### config.mk
export PLATFORM = sky130hd
export DESIGN_NAME = frame_interval_rate_tracker_unit
export DESIGN_NICKNAME = d
export VERILOG_FILES = /design/src/sv/fitr_pkg.sv /design/src/sv/frame_interval_rate_tracker_unit.sv
export SDC_FILE = /design/constraint.sdc
export NUM_CORES = 2
export LEC_CHECK = 0
export BUFFER_PORTS_ARGS = -buffer_cell sky130_fd_sc_hd__buf_4
export CAP_MARGIN = 15
export CORE_ASPECT_RATIO = 1.2
export CORE_MARGIN = 3
export CORE_UTILIZATION = 30
export CTS_CLUSTER_SIZE = 28
export DETAILED_ROUTE_END_ITERATION = 8
export GPL_TIMING_DRIVEN = 0
export MAX_ROUTING_LAYER = met4
export PLACE_DENSITY = 0.42
export SYNTH_ARGS = -nofsm -noshare
export SYNTH_HDL_FRONTEND = slang
export SYNTH_SLANG_ARGS = --single-unit
### constraint.sdc
create_clock -name clk -period 13.1 [get_ports clk]
set_clock_uncertainty 0.05 [all_clocks]
set_input_delay 0 -clock clk [delete_from_list [all_inputs] [get_ports clk]]
set_output_delay 0 -clock clk [all_outputs]
set_load 0.02 [all_outputs]
### src/sv/fitr_pkg.sv
// fitr_pkg: shared types and constants of the frame interval rate tracker
// transaction payload structs, sequencer states, fixed-point limits
// no dependencies
`default_nettype none

package fitr_pkg;

  // ring of per-blank intervals
  localparam int AVG_DEPTH = 4;
  localparam int AVG_PTR_W = $clog2(AVG_DEPTH);
  localparam int SUM_W     = 32 + AVG_PTR_W;

  // shared divider step counts (one quotient bit per cycle)
  localparam int ELAP_STEPS  = 64;
  localparam int RATIO_STEPS = 48;
  localparam int DIV_CNT_W   = 6;

  // Q4.16 scale limits and sync ratio limit
  localparam logic [19:0] SCALE_ONE = 20'd65536;
  localparam logic [19:0] SCALE_MIN = 20'd16384;
  localparam logic [19:0] SCALE_MAX = 20'd524288;
  localparam logic [23:0] SYNC_MAX  = 24'hFFFFFF;
  localparam logic [31:0] U32_MAX   = 32'hFFFFFFFF;

  // register map (byte address bits above the word offset)
  localparam int          CFG_ADDR_W      = 3;
  localparam logic [0:0]  REG_TARGET_IDX  = 1'b0;

  typedef struct packed {
    logic [31:0] frame_origin;
    logic        time_valid;
    logic [63:0] timestamp;
  } fitr_in_t;

  typedef struct packed {
    logic        measured;
    logic [31:0] avg_ticks_per_frame;
    logic [19:0] performance_scale;
    logic [23:0] sync_ratio;
  } fitr_out_t;

  typedef enum logic [2:0] {
    ST_IDLE,
    ST_DIV_ELAP,
    ST_PUSH,
    ST_RATIO_LD,
    ST_DIV_RATIO,
    ST_UPDATE,
    ST_FIN
  } fitr_state_t;

endpackage

`default_nettype wire

### src/sv/frame_interval_rate_tracker_unit.sv
// frame_interval_rate_tracker_unit: top level of the frame interval rate tracker
// one shared restoring divider under a small sequencer; depends on fitr_pkg
// a measured interval runs the elapsed division, the ring push, the ratio setup, the
// ratio division and the update; otherwise the elapsed division and push are skipped,
// and a zero average also skips the ratio division and update; the shared divider yields
// one quotient bit per cycle; a new item is taken only in idle, but may enter while the
// previous result waits in the output register; reset: synchronous active-low rst_n
// clears control, tracker and target state, not divider or payload; scale returns to 1.0 in Q4.16
`default_nettype none

module frame_interval_rate_tracker_unit (
  input  wire                               clk,
  input  wire                               rst_n,
  // input channel
  input  wire                               in_valid,
  output logic                              in_ready,
  input  wire  fitr_pkg::fitr_in_t          in_data,
  // result channel
  output logic                              out_valid,
  input  wire                               out_ready,
  output fitr_pkg::fitr_out_t               out_data,
  // configuration port
  input  wire                               psel,
  input  wire                               penable,
  input  wire                               pwrite,
  input  wire  [fitr_pkg::CFG_ADDR_W-1:0]   paddr,
  input  wire  [31:0]                       pwdata,
  output logic [31:0]                       prdata,
  output logic                              pready
);

  import fitr_pkg::*;

  localparam logic [SUM_W-1:0] AVG_HALF = SUM_W'(AVG_DEPTH / 2);
  localparam logic [AVG_PTR_W-1:0] PTR_LAST = AVG_PTR_W'(AVG_DEPTH - 1);

  fitr_state_t            state_r, state_nxt;

  logic [31:0]            target_r;
  logic [63:0]            last_time_r, last_time_nxt;
  logic [31:0]            last_origin_r, last_origin_nxt;
  logic [31:0]            blanks_r, blanks_nxt;
  logic [31:0]            ring_r [AVG_DEPTH];
  logic [31:0]            ring_nxt [AVG_DEPTH];
  logic [AVG_PTR_W-1:0]   ptr_r, ptr_nxt;
  logic                   primed_r, primed_nxt;
  logic [SUM_W-1:0]       sum_r, sum_nxt;
  logic [31:0]            avg_r, avg_nxt;
  logic [19:0]            scale_r, scale_nxt;
  logic [23:0]            sync_r, sync_nxt;
  logic                   meas_r, meas_nxt;

  // shared divider registers
  logic [63:0]            dvd_r, dvd_nxt;
  logic [31:0]            rem_r, rem_nxt;
  logic [31:0]            dsr_r, dsr_nxt;
  logic [DIV_CNT_W-1:0]   cnt_r, cnt_nxt;

  logic                   out_valid_r, out_valid_nxt;
  fitr_out_t              out_r, out_nxt;

  // divider step datapath
  logic [32:0]            rem_sh;
  logic [33:0]            diff;
  logic                   fits;
  logic [31:0]            rem_step;
  logic [63:0]            dvd_step;

  // per-item helpers
  logic [31:0]            blanks_inc;
  logic                   changed;
  logic [31:0]            sample;
  logic [SUM_W-1:0]       sum_avg;
  logic [31:0]            avg_calc;
  logic [47:0]            quot;
  logic [19:0]            ms_clamp;
  logic [23:0]            scale_mix;
  logic                   cfg_wr;

  // configuration port
  assign pready = 1'b1;
  assign cfg_wr = psel && penable && pwrite && (paddr[CFG_ADDR_W-1] == REG_TARGET_IDX);
  assign prdata = (paddr[CFG_ADDR_W-1] == REG_TARGET_IDX) ? target_r : 32'd0;

  always_ff @(posedge clk) begin
    if (!rst_n) begin
      target_r <= 32'd0;
    end else if (cfg_wr) begin
      target_r <= pwdata;
    end
  end

  // restoring division step, one quotient bit per cycle
  assign rem_sh   = {rem_r, dvd_r[63]};
  assign diff     = {1'b0, rem_sh} - {2'b00, dsr_r};
  assign fits     = !diff[33];
  assign rem_step = fits ? diff[31:0] : rem_sh[31:0];
  assign dvd_step = {dvd_r[62:0], fits};

  // per-item helpers
  assign blanks_inc = (blanks_r == U32_MAX) ? U32_MAX : blanks_r + 32'd1;
  assign changed    = (in_data.frame_origin != last_origin_r) && in_data.time_valid;
  assign sample     = (|dvd_r[63:32]) ? U32_MAX : dvd_r[31:0];
  assign sum_avg    = (sum_r + AVG_HALF) / SUM_W'(AVG_DEPTH);
  assign avg_calc   = sum_avg[31:0];
  assign quot       = dvd_r[47:0];

  // clamp of the measured scale and 7/8 old plus 1/8 new smoothing
  always_comb begin
    if (quot < {28'd0, SCALE_MIN}) begin
      ms_clamp = SCALE_MIN;
    end else if (quot > {28'd0, SCALE_MAX}) begin
      ms_clamp = SCALE_MAX;
    end else begin
      ms_clamp = quot[19:0];
    end
    scale_mix = ({1'b0, scale_r, 3'b000} - {4'd0, scale_r}) + {4'd0, ms_clamp};
  end

  assign in_ready  = (state_r == ST_IDLE);
  assign out_valid = out_valid_r;
  assign out_data  = out_r;

  // state register
  always_ff @(posedge clk) begin
    if (!rst_n) begin
      state_r <= ST_IDLE;
    end else begin
      state_r <= state_nxt;
    end
  end

  // sequencer: next state and datapath next values
  always_comb begin
    state_nxt       = state_r;
    last_time_nxt   = last_time_r;
    last_origin_nxt = last_origin_r;
    blanks_nxt      = blanks_r;
    ring_nxt        = ring_r;
    ptr_nxt         = ptr_r;
    primed_nxt      = primed_r;
    sum_nxt         = sum_r;
    avg_nxt         = avg_r;
    scale_nxt       = scale_r;
    sync_nxt        = sync_r;
    meas_nxt        = meas_r;
    dvd_nxt         = dvd_r;
    rem_nxt         = rem_r;
    dsr_nxt         = dsr_r;
    cnt_nxt         = cnt_r;
    out_nxt         = out_r;
    out_valid_nxt   = out_valid_r && !out_ready;

    unique case (state_r)
      ST_IDLE: begin
        if (in_valid) begin
          meas_nxt  = changed && (last_time_r != 64'd0) && (blanks_inc != 32'd0);
          // elapsed ticks over blank count, wraps modulo 2^64
          dvd_nxt   = in_data.timestamp - last_time_r;
          rem_nxt   = 32'd0;
          dsr_nxt   = blanks_inc;
          cnt_nxt   = DIV_CNT_W'(ELAP_STEPS - 1);
          if (changed) begin
            last_origin_nxt = in_data.frame_origin;
            last_time_nxt   = in_data.timestamp;
            blanks_nxt      = 32'd0;
          end else begin
            blanks_nxt      = blanks_inc;
          end
          if (changed && (last_time_r != 64'd0) && (blanks_inc != 32'd0)) begin
            state_nxt = ST_DIV_ELAP;
          end else begin
            state_nxt = ST_RATIO_LD;
          end
        end
      end

      ST_DIV_ELAP: begin
        dvd_nxt = dvd_step;
        rem_nxt = rem_step;
        cnt_nxt = cnt_r - DIV_CNT_W'(1);
        if (cnt_r == '0) begin
          state_nxt = ST_PUSH;
        end
      end

      // push the saturated interval into the ring, keep a running sum
      ST_PUSH: begin
        if (!primed_r) begin
          for (int i = 0; i < AVG_DEPTH; i++) begin
            ring_nxt[i] = sample;
          end
          sum_nxt    = SUM_W'({32'd0, sample} * AVG_DEPTH);
          primed_nxt = 1'b1;
          ptr_nxt    = (PTR_LAST == '0) ? '0 : AVG_PTR_W'(1);
        end else begin
          ring_nxt[ptr_r] = sample;
          sum_nxt         = sum_r - {{AVG_PTR_W{1'b0}}, ring_r[ptr_r]}
                            + {{AVG_PTR_W{1'b0}}, sample};
          ptr_nxt         = (ptr_r == PTR_LAST) ? '0 : ptr_r + AVG_PTR_W'(1);
        end
        state_nxt = ST_RATIO_LD;
      end

      // rounded mean, then set up target << 16 over the mean
      ST_RATIO_LD: begin
        avg_nxt = avg_calc;
        dvd_nxt = {target_r, 32'd0};
        rem_nxt = 32'd0;
        dsr_nxt = avg_calc;
        cnt_nxt = DIV_CNT_W'(RATIO_STEPS - 1);
        if (avg_calc == 32'd0) begin
          sync_nxt  = 24'd0;
          state_nxt = ST_FIN;
        end else begin
          state_nxt = ST_DIV_RATIO;
        end
      end

      ST_DIV_RATIO: begin
        dvd_nxt = dvd_step;
        rem_nxt = rem_step;
        cnt_nxt = cnt_r - DIV_CNT_W'(1);
        if (cnt_r == '0) begin
          state_nxt = ST_UPDATE;
        end
      end

      // saturate sync ratio, smooth scale on a new measurement with a nonzero target
      ST_UPDATE: begin
        sync_nxt = (quot > {24'd0, SYNC_MAX}) ? SYNC_MAX : quot[23:0];
        if (meas_r && (target_r != 32'd0)) begin
          scale_nxt = scale_mix[22:3];
        end
        state_nxt = ST_FIN;
      end

      // hand the result to the output register once it is free
      ST_FIN: begin
        if (!out_valid_r || out_ready) begin
          out_nxt.measured            = meas_r;
          out_nxt.avg_ticks_per_frame = avg_r;
          out_nxt.performance_scale   = scale_r;
          out_nxt.sync_ratio          = sync_r;
          out_valid_nxt               = 1'b1;
          state_nxt                   = ST_IDLE;
        end
      end

      default: begin
        state_nxt = ST_IDLE;
      end
    endcase
  end

  // control and tracker state
  always_ff @(posedge clk) begin
    if (!rst_n) begin
      last_time_r   <= 64'd0;
      last_origin_r <= 32'd0;
      blanks_r      <= 32'd0;
      ptr_r         <= '0;
      primed_r      <= 1'b0;
      sum_r         <= '0;
      avg_r         <= 32'd0;
      scale_r       <= SCALE_ONE;
      sync_r        <= 24'd0;
      meas_r        <= 1'b0;
      cnt_r         <= '0;
      out_valid_r   <= 1'b0;
      for (int i = 0; i < AVG_DEPTH; i++) begin
        ring_r[i] <= 32'd0;
      end
    end else begin
      last_time_r   <= last_time_nxt;
      last_origin_r <= last_origin_nxt;
      blanks_r      <= blanks_nxt;
      ptr_r         <= ptr_nxt;
      primed_r      <= primed_nxt;
      sum_r         <= sum_nxt;
      avg_r         <= avg_nxt;
      scale_r       <= scale_nxt;
      sync_r        <= sync_nxt;
      meas_r        <= meas_nxt;
      cnt_r         <= cnt_nxt;
      out_valid_r   <= out_valid_nxt;
      ring_r        <= ring_nxt;
    end
  end

  // divider and output payload
  always_ff @(posedge clk) begin
    dvd_r <= dvd_nxt;
    rem_r <= rem_nxt;
    dsr_r <= dsr_nxt;
    out_r <= out_nxt;
  end

endmodule

`default_nettype wire

==> impl_metrics.py <==
metrics = {
    "run_status": {
        "status": "completed",
    },
    "clock_tree": {
        "cts.path.max_buffers": 3,
        "clkLatencyLatePin_ps": 660,
        "cts_tree": "yes",
        "cts_resized": 0,
        "cts_made_buffers": 77,
        "cts_hold_buf": 137,
        "clock_sinks": 617,
        "clockRootBuffer": "clkbuf_16",
        "clk_pin_slew_ps": 60,
        "cts_setup_buffers": 0,
        "h-tree-depth": 3,
    },
    "global_routing": {
        "overflow": 0,
        "grt_pass1_wl_um": 200500,
        "grt_start_max_net_pins": 65,
        "grt_pass1_vias": 31470,
        "grt_usage_pct": 22.31,
        "antenna_found_initial": 1,
    },
    "power": {
        "power_density_nw_per_um2": 194.1,
        "ir_drop_mv": 0.09861,
        "p_leak_nw": 16.22,
    },
    "worst_setup_path": {
        "cpLargestDelayFamily": "compound AO/OA/AOI/OAI gates",
        "cpMaxStageDelayCell": "a211oi_1",
        "cp_slowest_stage_delay_ps": 610,
        "crit_path_start_kind": "flop",
        "worstSetupPathType": "flop to flop",
        "cp-end-kind": "flop",
        "arrival_ps": 7080,
        "crit_cells": 20,
        "crit_chain": "nor4_1 -> nand4_1 -> or2_2 -> clkbuf_1 -> clkbuf_1 -> nor2_1 -> fa_1 -> inv_1 -> ha_1 -> nor2b_1 -> o31ai_1 -> a32oi_1 -> a31oi_1 -> o21ai_1 -> a211oi_1 -> o21ai_1 -> a41oi_1 -> xnor2_1 -> a21oi_1 -> a211oi_1",
        "cp_num_buf_inv": 3,
        "reg2reg_depth": 20,
        "cp.required_ps": 13600,
        "cp_max_fo": 10,
    },
    "sta": {
        "slew_violations": 0,
        "tightestPinTransition_ps": 1169,
        "rsz0062_at_grt": "no",
        "fmax_ghz": 0.1519,
        "hold_viol_final": 0,
        "fin_ws_ps": 6518,
        "setup_violations": 0,
        "max-slew-margin-rel_pct": 22.06,
        "finalCriticalPeriod_ps": 6582,
        "final.setup.tns_ps": 0,
        "fin_crit_sh_pct": 50.24,
    },
    "worst_hold_path": {
        "hold_depth": 4,
        "hold_class": "input pin to flop",
    },
    "detailed_routing": {
        "drc": 0,
        "wl_per_cell_um": 22.03,
        "routed_wl_um": 134100,
        "drtPass1Iterations": 5,
        "ant_nets": 0,
        "via_per_inst": 5.079,
        "drtIter0Drc": 1839,
        "vias": 30910,
    },
    "logic_synthesis": {
        "syn_inst": 4024,
        "syn_area_per_cell_um2": 8.762,
        "syn_area_um2": 35260,
        "synthDistinctLibCells": 89,
        "ys_ff_latch": 617,
        "yosys.area.top_type": "dfxtp_1",
        "async_flop_share_pct": 0,
        "synth_edf_count": 205,
        "synthFlopType": "dfxtp_1",
        "synth_common_cells": "nand2_1, dfxtp_1, nor2_1",
        "synth-seq-area-share_pct": 40.85,
        "synth_top_cell_area_share_pct": 23.39,
        "yosysWarnings": 0,
        "synth_area_leaders": "dfxtp_1, edfxtp_1, ha_1",
        "synth_nets": 4373,
        "yosysMostFrequentCell": "nand2_1",
    },
    "die": {
        "start_util_pct": 30.29,
        "dieArea_um2": 121700,
        "die_x_um": 318.9,
        "die_y_um": 381.5,
        "core_region_area_um2": 116400,
        "rows": 137,
        "pin_count": 251,
    },
    "cells_and_area": {
        "final_nets": 4846,
        "final_core_util_pct": 37.12,
        "drive_gt1_share_pct": 10.18,
        "area_growth_pct": 22.54,
        "final_cell_area_um2": 43200,
    },
    "place": {
        "dp_hpwl_um": 105500,
        "gp_congestion": 0.8987,
        "dpl_worst_slack_ps": 6375,
        "io_buffers": 247,
        "dpl_cell_area_um2": 39200,
    },
    "run": {
        "maxCapViolations": 0,
    },
}
-- cells by family (layout without fill, tap and decap cells) --
group                      after synthesis  in the layout  synth area share, %
and+or+nand+nor                       1312           1312                17.21
AOI/OAI and AO/OA                     1077           1077                19.20
DFF                                    617            617                40.85
buffers and inverters                  518           1050                5.621
xor gates and xnor gates               221            221                5.490
adders and majority gates              210            210                8.539
muxes                                   68             68                3.077
other                                    1              3              0.01064
-- cells in the final DEF (no fill, tap or decap), types with 19 or more instances in the layout --
cell type,Yosys,layout
nand2_1,433,433
dfxtp_1,412,412
nor2_1,375,375
a21oi_1,366,366
inv_1,270,269
buf_4,1,248
clkbuf_1,209,226
edfxtp_1,205,205
a211oi_1,183,183
ha_1,159,159
o21ai_0,147,147
dlygate4sd3_1,0,137
xnor2_1,121,121
nor3_1,114,113
xor2_1,100,100
a21o_1,89,89
clkbuf_16,0,80
nand3_1,72,72
nor4_1,60,60
nor2b_1,59,59
a22oi_1,52,52
o21ai_1,51,51
fa_1,51,51
nand4_1,42,42
nand2b_1,34,34
mux2i_1,33,33
mux4_2,32,32
buf_1,29,29
a31oi_1,29,29
and3_1,27,27
o21a_1,24,24
and2_1,21,21
a21oi_2,19,19
-- per-layer routing --
layer  vias up  GRT usage, %  share of wire (%)
met5         -             -                  0
met4         0         8.166                3.6
met3       197         2.560                3.7
met2       669         38.43                 50
met1     14830         26.88                 43
li1      15220             -                  -
-- path summary, 6_finish.rpt --
| check | from | end | slack [ps] |
|---|---|---|---|
| setup / recovery | dvd_r[38] | sum_r[32] | 6520 |
| hold / removal | in_data[64] | blanks_r[9] | 40 |
| setup reg to reg | dvd_r[38] | sum_r[32] | 6520 |
| hold reg to reg | avg_r[23] | out_data[67] | 380 |
-- worst reg2reg max path, cell delays in order, from the launching register on --
cell and delay (ps):
edfxtp_1 420, nor4_1 370, nand4_1 340, or2_2 460, clkbuf_1 210, clkbuf_1 270, nor2_1 450, fa_1 500
inv_1 70, ha_1 270, nor2b_1 170, o31ai_1 380, a32oi_1 300, a31oi_1 400, o21ai_1 270, a211oi_1 610
o21ai_1 240, a41oi_1 260, xnor2_1 150, a21oi_1 90, a211oi_1 220
-- state kept, by name, summed over array words and instances (netlist names), 34 cells and up --
register	count
ring_r	128
out_data	77
dvd_r	64
last_time_r	64
sum_r	34
-- report_power, final --
part	switching [mW]	internal [mW]	leakage (nW)
sequential	0.339	2.43	5.34
combinational	2.01	1.34	9.60
clock	0.899	1.37	1.29
-- stage by stage --
step                      hold slack, ps  power, mW  instances
after floorplan                    28.11      5.055       4024
after global placement             204.9      6.135       5800
after detailed placement           207.6      6.137       5810
after CTS                          8.055      8.486       6085
after global routing               61.90      8.941       6086
final                              39.84      8.385       6087
-- area by class of cell --
class,instances,area [um^2]
Antenna cell,2,5.005
Multi-Input combinational cell,2889,18880
Fill cell,12100,73190
Buffer,246,960.9
Clock buffer,103,2148
Clock inverter,35,479.2
Sequential cell,617,14400
Inverter,272,1023
Timing Repair Buffer,394,3395
Tap cell,1529,1913
(Power assumes the default switching activity.)
